File: config.mk
export PLATFORM = sky130hd
export DESIGN_NAME = biquad_filter_tdf2_unit
export DESIGN_NICKNAME = d
export VERILOG_FILES = /design/src/design/bq_tdf2_pkg.sv /design/src/design/biquad_filter_tdf2_unit.sv
export VERILOG_INCLUDE_DIRS = /design/src /design/src/design
export SDC_FILE = /design/constraint.sdc
export NUM_CORES = 2
export LEC_CHECK = 0
export BUFFER_PORTS_ARGS = -buffer_cell sky130_fd_sc_hd__buf_2
export CAP_MARGIN = 0
export CELL_PAD_IN_SITES_DETAIL_PLACEMENT = 2
export CELL_PAD_IN_SITES_GLOBAL_PLACEMENT = 2
export CORE_MARGIN = 2
export CORE_UTILIZATION = 45
export CTS_CLUSTER_SIZE = 14
export DETAILED_ROUTE_END_ITERATION = 7
export PLACE_DENSITY = 0.86
export SETUP_SLACK_MARGIN = 0.3
export SYNTH_ARGS = -nofsm -noshare
export SYNTH_HDL_FRONTEND = slang
export SYNTH_SLANG_ARGS = --single-unit
export TNS_END_PERCENT = 20
File: constraint.sdc
create_clock -name clk -period 21.5 [get_ports clk]
set_clock_uncertainty 0.1 [all_clocks]
set_input_delay 4.3 -clock clk [delete_from_list [all_inputs] [get_ports clk]]
set_output_delay 4.3 -clock clk [all_outputs]
set_load 0.02 [all_outputs]
File: src/design/assert_macros.svh
// Assertion macros shared by the RTL: clocked implication checks on clk, disabled in rst.
`ifndef ASSERT_MACROS_SVH
`define ASSERT_MACROS_SVH
`ifndef SYNTHESIS
// Same-cycle implication: ante |-> cons.
`define ASSERT_IMP(lbl, ante, cons, msg) \
  lbl: assert property (@(posedge clk) disable iff (rst) (ante) |-> cons) else $error(msg);
// Next-cycle implication: ante |=> cons.
`define ASSERT_NEXT(lbl, ante, cons, msg) \
  lbl: assert property (@(posedge clk) disable iff (rst) (ante) |=> cons) else $error(msg);
`else
`define ASSERT_IMP(lbl, ante, cons, msg)
`define ASSERT_NEXT(lbl, ante, cons, msg)
`endif
`endif

File: src/design/bq_tdf2_pkg.sv
// Package for the transposed direct form II biquad: widths, register codes, sequencer states.
package bq_tdf2_pkg;

  localparam int SAMPLE_W   = 24;
  localparam int COEF_FRAC  = 20;
  localparam int COEF_W     = 24;
  localparam int ACC_W      = 48;
  localparam int NUM_COEFS  = 5;
  localparam int CFG_IDX_W  = 3;
  localparam int PROD_W     = SAMPLE_W + COEF_W;
  localparam int SUM_W      = ((PROD_W > ACC_W) ? PROD_W : ACC_W) + 2;
  localparam int S_TDATA_W  = ((SAMPLE_W + 7) / 8) * 8;
  localparam int M_TDATA_W  = S_TDATA_W;
  localparam int M_TUSER_W  = 1;

  // Unity gain, or the largest positive coefficient where unity does not fit.
  localparam logic signed [COEF_W-1:0] COEF_UNITY =
    COEF_W'((COEF_FRAC >= COEF_W - 1) ? (2 ** (COEF_W - 1)) - 1 : 2 ** COEF_FRAC);

  typedef enum logic [CFG_IDX_W-1:0] {
    REG_FF0 = 3'd0,
    REG_FF1 = 3'd1,
    REG_FF2 = 3'd2,
    REG_FB1 = 3'd3,
    REG_FB2 = 3'd4
  } cfg_reg_t;

  typedef enum logic [7:0] {
    ST_IDLE = 8'b0000_0001,
    ST_MUL0 = 8'b0000_0010,
    ST_ACC0 = 8'b0000_0100,
    ST_RND  = 8'b0000_1000,
    ST_SUM1 = 8'b0001_0000,
    ST_SUB1 = 8'b0010_0000,
    ST_SUM2 = 8'b0100_0000,
    ST_SUB2 = 8'b1000_0000
  } state_t;

endpackage

File: src/design/biquad_filter_tdf2_unit.sv
// Top level of the biquad filter: one shared multiplier and adder under a one-hot sequencer.
//
//   channel   dir  handshake                  payload
//   s_        in   s_tvalid / s_tready        s_tdata: sample_in
//   m_        out  m_tvalid / m_tready        m_tdata: sample_out, m_tuser: clipped
//   cfg_      in   cfg_valid / cfg_ready      cfg_index (register), cfg_data (coefficient)
//
// Each beat is accepted in idle, then runs seven sequencer steps, set by the five products
// that all go through the one multiplier (product registered before use). The last step
// loads the result into the output register and waits while that register holds an
// untaken beat, so back pressure holds the sequencer. s_tready is high only in idle.
// cfg_ready is always high; writes are to come while idle, but the block does not check.
// Reset (rst, synchronous) clears both delay accumulators and gives unity pass-through.
`include "assert_macros.svh"

module biquad_filter_tdf2_unit (
  input  logic                                clk,
  input  logic                                rst,
  input  logic                                s_tvalid,
  output logic                                s_tready,
  input  logic [bq_tdf2_pkg::S_TDATA_W-1:0]   s_tdata,   // [SAMPLE_W-1:0] sample_in
  output logic                                m_tvalid,
  input  logic                                m_tready,
  output logic [bq_tdf2_pkg::M_TDATA_W-1:0]   m_tdata,   // [SAMPLE_W-1:0] sample_out
  output logic [bq_tdf2_pkg::M_TUSER_W-1:0]   m_tuser,   // [0] clipped
  input  logic                                cfg_valid,
  output logic                                cfg_ready,
  input  logic [bq_tdf2_pkg::CFG_IDX_W-1:0]   cfg_index,
  input  logic [bq_tdf2_pkg::COEF_W-1:0]      cfg_data
);

  localparam int SAMPLE_W  = bq_tdf2_pkg::SAMPLE_W;
  localparam int COEF_W    = bq_tdf2_pkg::COEF_W;
  localparam int ACC_W     = bq_tdf2_pkg::ACC_W;
  localparam int PROD_W    = bq_tdf2_pkg::PROD_W;
  localparam int SUM_W     = bq_tdf2_pkg::SUM_W;
  localparam int COEF_FRAC = bq_tdf2_pkg::COEF_FRAC;

  // Limits widened to the adder width for compares.
  localparam logic signed [SUM_W-1:0] Y_MAX =
    {{(SUM_W - SAMPLE_W + 1){1'b0}}, {(SAMPLE_W - 1){1'b1}}};
  localparam logic signed [SUM_W-1:0] Y_MIN   = ~Y_MAX;
  localparam logic signed [SUM_W-1:0] ACC_MAX =
    {{(SUM_W - ACC_W + 1){1'b0}}, {(ACC_W - 1){1'b1}}};
  localparam logic signed [SUM_W-1:0] ACC_MIN = ~ACC_MAX;
  localparam logic signed [SUM_W-1:0] HALF    = SUM_W'(1) << (COEF_FRAC - 1);
  localparam logic signed [SAMPLE_W-1:0] SAMPLE_MAX = {1'b0, {(SAMPLE_W - 1){1'b1}}};
  localparam logic signed [SAMPLE_W-1:0] SAMPLE_MIN = {1'b1, {(SAMPLE_W - 1){1'b0}}};

  bq_tdf2_pkg::state_t state, state_next;

  // coefficient registers
  logic signed [COEF_W-1:0] coef_ff0, coef_ff1, coef_ff2, coef_fb1, coef_fb2;

  // filter state and datapath registers
  logic signed [ACC_W-1:0]    delay_acc_one, delay_acc_two;
  logic signed [SAMPLE_W-1:0] x_reg, y_reg;
  logic                       clip_hold;     // clip flag of y_reg until the output takes it
  logic signed [PROD_W-1:0]   prod;
  logic signed [SUM_W-1:0]    sum;

  // output register
  logic signed [SAMPLE_W-1:0] out_sample;
  logic                       out_clip;
  logic                       out_valid;

  // shared multiplier
  logic signed [SAMPLE_W-1:0] mul_a;
  logic signed [COEF_W-1:0]   mul_b;
  logic                       mul_en;
  logic signed [PROD_W-1:0]   prod_next;

  // shared adder
  logic signed [SUM_W-1:0] add_a, add_b, add_res;
  logic                    add_sub;
  logic                    sum_en;

  // rounding and saturation
  logic signed [SUM_W-1:0]    rnd_full;
  logic signed [SAMPLE_W-1:0] y_sat;
  logic                       y_clip;
  logic                       out_free;
  logic                       in_beat;

  function automatic logic signed [ACC_W-1:0] sat_acc(input logic signed [SUM_W-1:0] v);
    logic signed [ACC_W-1:0] r;
    if (v > ACC_MAX) begin
      r = ACC_MAX[ACC_W-1:0];
    end else if (v < ACC_MIN) begin
      r = ACC_MIN[ACC_W-1:0];
    end else begin
      r = v[ACC_W-1:0];
    end
    return r;
  endfunction

  assign in_beat   = s_tvalid && s_tready;
  assign s_tready  = (state == bq_tdf2_pkg::ST_IDLE);
  assign cfg_ready = 1'b1;
  assign out_free  = !out_valid || m_tready;

  // Operand selection per step.
  always_comb begin
    mul_a   = x_reg;
    mul_b   = coef_ff0;
    mul_en  = 1'b0;
    add_a   = SUM_W'(prod);
    add_b   = '0;
    add_sub = 1'b0;
    sum_en  = 1'b0;
    unique case (state)
      bq_tdf2_pkg::ST_IDLE: begin
      end
      bq_tdf2_pkg::ST_MUL0: begin
        mul_en = 1'b1;
      end
      bq_tdf2_pkg::ST_ACC0: begin            // acc = x*ff0 + d1
        mul_b  = coef_ff1;
        mul_en = 1'b1;
        add_b  = SUM_W'(delay_acc_one);
        sum_en = 1'b1;
      end
      bq_tdf2_pkg::ST_RND: begin             // acc + half, product x*ff1 held
        add_a = sum;
        add_b = HALF;
      end
      bq_tdf2_pkg::ST_SUM1: begin            // x*ff1 + d2
        mul_a  = y_reg;
        mul_b  = coef_fb1;
        mul_en = 1'b1;
        add_b  = SUM_W'(delay_acc_two);
        sum_en = 1'b1;
      end
      bq_tdf2_pkg::ST_SUB1: begin            // ... - fb1*y
        mul_b   = coef_ff2;
        mul_en  = 1'b1;
        add_a   = sum;
        add_b   = SUM_W'(prod);
        add_sub = 1'b1;
        sum_en  = 1'b1;
      end
      bq_tdf2_pkg::ST_SUM2: begin            // sum = x*ff2, start fb2*y
        mul_a  = y_reg;
        mul_b  = coef_fb2;
        mul_en = 1'b1;
        sum_en = 1'b1;
      end
      bq_tdf2_pkg::ST_SUB2: begin            // x*ff2 - fb2*y
        add_a   = sum;
        add_b   = SUM_W'(prod);
        add_sub = 1'b1;
      end
      default: begin
      end
    endcase
  end

  assign prod_next = mul_a * mul_b;
  assign add_res   = add_a + (add_sub ? ~add_b : add_b) + {{(SUM_W - 1){1'b0}}, add_sub};

  // Round half up, then clamp to the sample range.
  assign rnd_full = add_res >>> COEF_FRAC;
  always_comb begin
    y_clip = 1'b1;
    if (rnd_full > Y_MAX) begin
      y_sat = SAMPLE_MAX;
    end else if (rnd_full < Y_MIN) begin
      y_sat = SAMPLE_MIN;
    end else begin
      y_sat  = rnd_full[SAMPLE_W-1:0];
      y_clip = 1'b0;
    end
  end

  always_comb begin
    state_next = state;
    unique case (state)
      bq_tdf2_pkg::ST_IDLE: if (in_beat) state_next = bq_tdf2_pkg::ST_MUL0;
      bq_tdf2_pkg::ST_MUL0: state_next = bq_tdf2_pkg::ST_ACC0;
      bq_tdf2_pkg::ST_ACC0: state_next = bq_tdf2_pkg::ST_RND;
      bq_tdf2_pkg::ST_RND:  state_next = bq_tdf2_pkg::ST_SUM1;
      bq_tdf2_pkg::ST_SUM1: state_next = bq_tdf2_pkg::ST_SUB1;
      bq_tdf2_pkg::ST_SUB1: state_next = bq_tdf2_pkg::ST_SUM2;
      bq_tdf2_pkg::ST_SUM2: state_next = bq_tdf2_pkg::ST_SUB2;
      bq_tdf2_pkg::ST_SUB2: if (out_free) state_next = bq_tdf2_pkg::ST_IDLE;
      default:              state_next = bq_tdf2_pkg::ST_IDLE;
    endcase
  end

  // control, coefficients and filter state
  always_ff @(posedge clk) begin
    if (rst) begin
      state         <= bq_tdf2_pkg::ST_IDLE;
      out_valid     <= 1'b0;
      delay_acc_one <= '0;
      delay_acc_two <= '0;
      coef_ff0      <= bq_tdf2_pkg::COEF_UNITY;
      coef_ff1      <= '0;
      coef_ff2      <= '0;
      coef_fb1      <= '0;
      coef_fb2      <= '0;
    end else begin
      state <= state_next;
      if (cfg_valid && cfg_ready) begin
        unique case (bq_tdf2_pkg::cfg_reg_t'(cfg_index))
          bq_tdf2_pkg::REG_FF0: coef_ff0 <= cfg_data;
          bq_tdf2_pkg::REG_FF1: coef_ff1 <= cfg_data;
          bq_tdf2_pkg::REG_FF2: coef_ff2 <= cfg_data;
          bq_tdf2_pkg::REG_FB1: coef_fb1 <= cfg_data;
          bq_tdf2_pkg::REG_FB2: coef_fb2 <= cfg_data;
          default: begin                     // index past the list: ignored
          end
        endcase
      end
      if (state == bq_tdf2_pkg::ST_SUM2) begin
        delay_acc_one <= sat_acc(sum);
      end
      if (state == bq_tdf2_pkg::ST_SUB2 && out_free) begin
        delay_acc_two <= sat_acc(add_res);
        out_valid     <= 1'b1;
      end else if (m_tready) begin
        out_valid <= 1'b0;
      end
    end
  end

  // datapath payload
  always_ff @(posedge clk) begin
    if (in_beat) begin
      x_reg <= s_tdata[SAMPLE_W-1:0];
    end
    if (mul_en) begin
      prod <= prod_next;
    end
    if (sum_en) begin
      sum <= add_res;
    end
    if (state == bq_tdf2_pkg::ST_RND) begin
      y_reg     <= y_sat;
      clip_hold <= y_clip;
    end
    if (state == bq_tdf2_pkg::ST_SUB2 && out_free) begin
      out_sample <= y_reg;
      out_clip   <= clip_hold;
    end
  end

  assign m_tvalid = out_valid;
  assign m_tdata  = bq_tdf2_pkg::M_TDATA_W'($unsigned(out_sample));
  assign m_tuser  = out_clip;

  // an accepted beat walks the sequencer through its steps to the last step
  `ASSERT_IMP(a_seq_len, in_beat, ##7 (state == bq_tdf2_pkg::ST_SUB2), "sequencer length slip")
  // last step with a free output slot always presents a result
  `ASSERT_NEXT(a_out_load, (state == bq_tdf2_pkg::ST_SUB2) && out_free, m_tvalid, "result not loaded")
  // a clipped result sits at one of the range limits
  `ASSERT_IMP(a_clip_lim, m_tvalid && out_clip, (out_sample == SAMPLE_MAX) || (out_sample == SAMPLE_MIN), "clip flag off limit")

endmodule

==> results_dict.tcl <==
set metrics [dict create \
    port_buffers 82 \
    worstHoldEndpoint "m_tuser" \
    outcome "finished, final reports clean" \
    largest_register "sum" \
    ctsLongestPathBuffers 3 \
    cpPeakStageDelay_ps 880 \
    grt_pass1_vias 40000 \
    globalRoute.totalOverflow 0 \
    post-route-drc-count 0 \
    placedCellCount 5423 \
    drt-total-wl_um 175000 \
    cts_resized 0 \
    ys_types 85 \
    initial_utilization_pct 45.3 \
    postCtsSetupBuffers 0 \
    synthesis.nets 5186 \
    routedWlPerCell_um 31.7 \
    fmax_mhz 78.1 \
    crit_type "register to register" \
    dp_hpwl_um 129000 \
    io_pins 84 \
    r2r-start "state[7]" \
    drtIter0Drc 2471 \
    largest_register_ffs 50 \
    synth_area_per_cell_sq_um 9.19 \
    critPathArrivalTime_ps 13050 \
    syn-cell-area_sq_mm 0.0399 \
    comb_power_share_pct 39.1 \
    num_rows 109 \
    cts_tree "built" \
    finalNetCount 5154 \
    period_minus_slack_ps 12800 \
    synth_area_leaders "fa_1 (31%), edfxtp_1 (13%), dfxtp_1 (11%), nand2_1 (6.5%), inv_1 (6.0%)" \
    reg2reg_depth 34 \
    holdBufCountCts 0 \
    cp_top_family "adder cells" \
    hold_path_class "register to register" \
    path_max_fanout 54 \
    die_area_sq_mm 0.0911 \
    synth_top_flop_cell "dfxtp_1" \
    synth_seq_cells 397 \
    crit_buf_inv 9 \
    drive_above_1_share_pct 9.00 \
    finalCritPeriodShare_pct 59.5 \
    cts_num_sinks 397 \
    insertion_delay_ps 650 \
    clock-root-buffer "clkbuf_16" \
    htree_num_levels 2 \
    synth_most_common_cell "nand2_1" \
    synthTopCellsByCount "nand2_1 (687), inv_1 (636), fa_1 (608)" \
    core_sq_mm 0.0881 \
    netlist_instances 4340 \
    vias_per_cell 6.17 \
    yosysTopAreaCell "fa_1" \
    tns_ps 0 \
    grt_max_degree 105 \
    setup_viol 0 \
    drv_slew 0 \
    slowest_stage "nand3_4" \
    grt_pass1_wl_um 260000 \
    antenna_found_initial 13 \
    fin_hold_ws_ps 347 \
    chipWidth_um 302 \
    area_delta_synth_final_pct 8.16 \
    rsz0062_at_grt "no" \
    tightest_slew_ps 1310 \
    vias 34000 \
    total_power_mw 2.77 \
    power_density_mw_per_mm2 64.1 \
    fill_cells 9483 \
    gp_congestion 0.912 \
    async_flop_share_pct 0 \
    rr_endpoint "prod[44]" \
    pwr-share-clk_pct 30.1 \
    crit_path_start_kind "register" \
    max-slew-margin-rel_pct 12.5 \
    multi_input_area_sq_mm 0.0271 \
    synth-edff-count 172 \
    crit_path_frequent_cell "fa_1" \
    hold_viol_final 0 \
    reg2reg_slack_ps 8700 \
    hold_path_depth 0 \
    ant_nets 0 \
    hold_start "clip_hold" \
    synth_top_area_share_pct 30.5 \
    final-seq-area_sq_mm 0.00967 \
    power_switching_share_pct 40.1 \
    maxCapViolations 0 \
    clkTransAtPathRegs_ps 60 \
    max-vdd-ir-drop_mv 0.0871 \
    power.switching_mw 1.11 \
    leakage_nw 18.9 \
    ys_warn_count 0 \
    drt-pass1-iter-count 6 \
    grt_usage_pct 38.8 \
    cp_data_required_time_ps 21750 \
    layoutNonFillerInstCount 5514 \
    cp-end-kind "register" \
    synth.yosys.seq_area_share_pct 24.2 \
    cts_inserted_buffers 48 \
    power_frac_seq_pct 30.8 \
    die_height_um 302 \
    p_int_mw 1.66 \
]
logic make-up (layout without fill, tap and decap cells):
group,after synthesis,after routing,synth area share (%)
AO/OA/AOI/OAI,748,748,12.2
XOR/XNOR,97,97,2.13
adder cells (fa/ha/maj),790,790,36.2
buffers and inverters,873,878,8.37
flip-flops,397,397,24.2
multiplexers,105,105,2.86
other,1,5,0.00940
AND/OR/NAND/NOR,1329,1329,13.9
cells in the final DEF (no fill, tap or decap), types with 40 or more instances in the layout:
master,synthesis,routed
fa_1,608,608
xnor2_1,74,74
nor3_1,47,46
buf_2,13,81
inv_1,636,636
a211oi_1,40,40
buf_4,4,73
o21ai_0,131,124
edfxtp_1,172,172
ha_1,182,182
mux2_2,72,72
dfxtp_1,225,225
a21oi_1,288,287
a21o_1,51,51
nor2_1,403,400
nand2_1,687,686
clkbuf_16,0,49
how the worst max path moves through the flow:
stage | from | to | slack (ps) | cells past startpoint
after global placement | state[7] | prod[44] | 9930 | 31
after CTS | state[7] | prod[44] | 8920 | 34
after detailed placement | state[7] | prod[44] | 9030 | 34
final | state[7] | prod[44] | 8700 | 34
after floorplan | state[7] | prod[47] | 10930 | 36
after global routing | state[7] | prod[44] | 8180 | 34
metrics by stage:
stage	setup WS (ps)	area, sq um	util, %
2_1_floorplan	10930	39900	-
3_3_place_gp	9930	41600	47.2
3_5_place_dp	9030	41600	47.2
4_1_cts	8920	43100	49.0
5_1_grt	8180	43100	49.0
6_report	8700	43200	49.0
power by group through the flow:
stage / logic (mW) / registers, mW / clock network [mW]
after global placement: 0.908 / 0.865 / 0
after CTS: 1.06 / 0.851 / 0.842
final: 1.08 / 0.852 / 0.834
after floorplan: 0.634 / 0.857 / 0
after detailed placement: 1.03 / 0.866 / 0
after global routing: 1.14 / 0.852 / 0.868
final cells by class:
class / count / area share [%]
Multi-Input combinational cell: 3070 / 62.8
Sequential cell: 397 / 22.4
Inverter: 636 / 5.53
Tap cell: 1165 / 3.38
Clock buffer: 73 / 3.26
Timing Repair Buffer: 155 / 2.24
Clock inverter: 14 / 0.339
Antenna cell: 4 / 0.0232
routing by layer:
metal,vias to the layer above,track usage [%],part of all wire [%],wire [um]
met3,751,7.54,6.8,12000
met4,16,26.8,8.3,14500
li1,13900,-,-,-
met5,-,0,0.062,109
met2,1609,66.8,49,85900
met1,17700,43.4,36,62400
(Power assumes the default switching activity.)
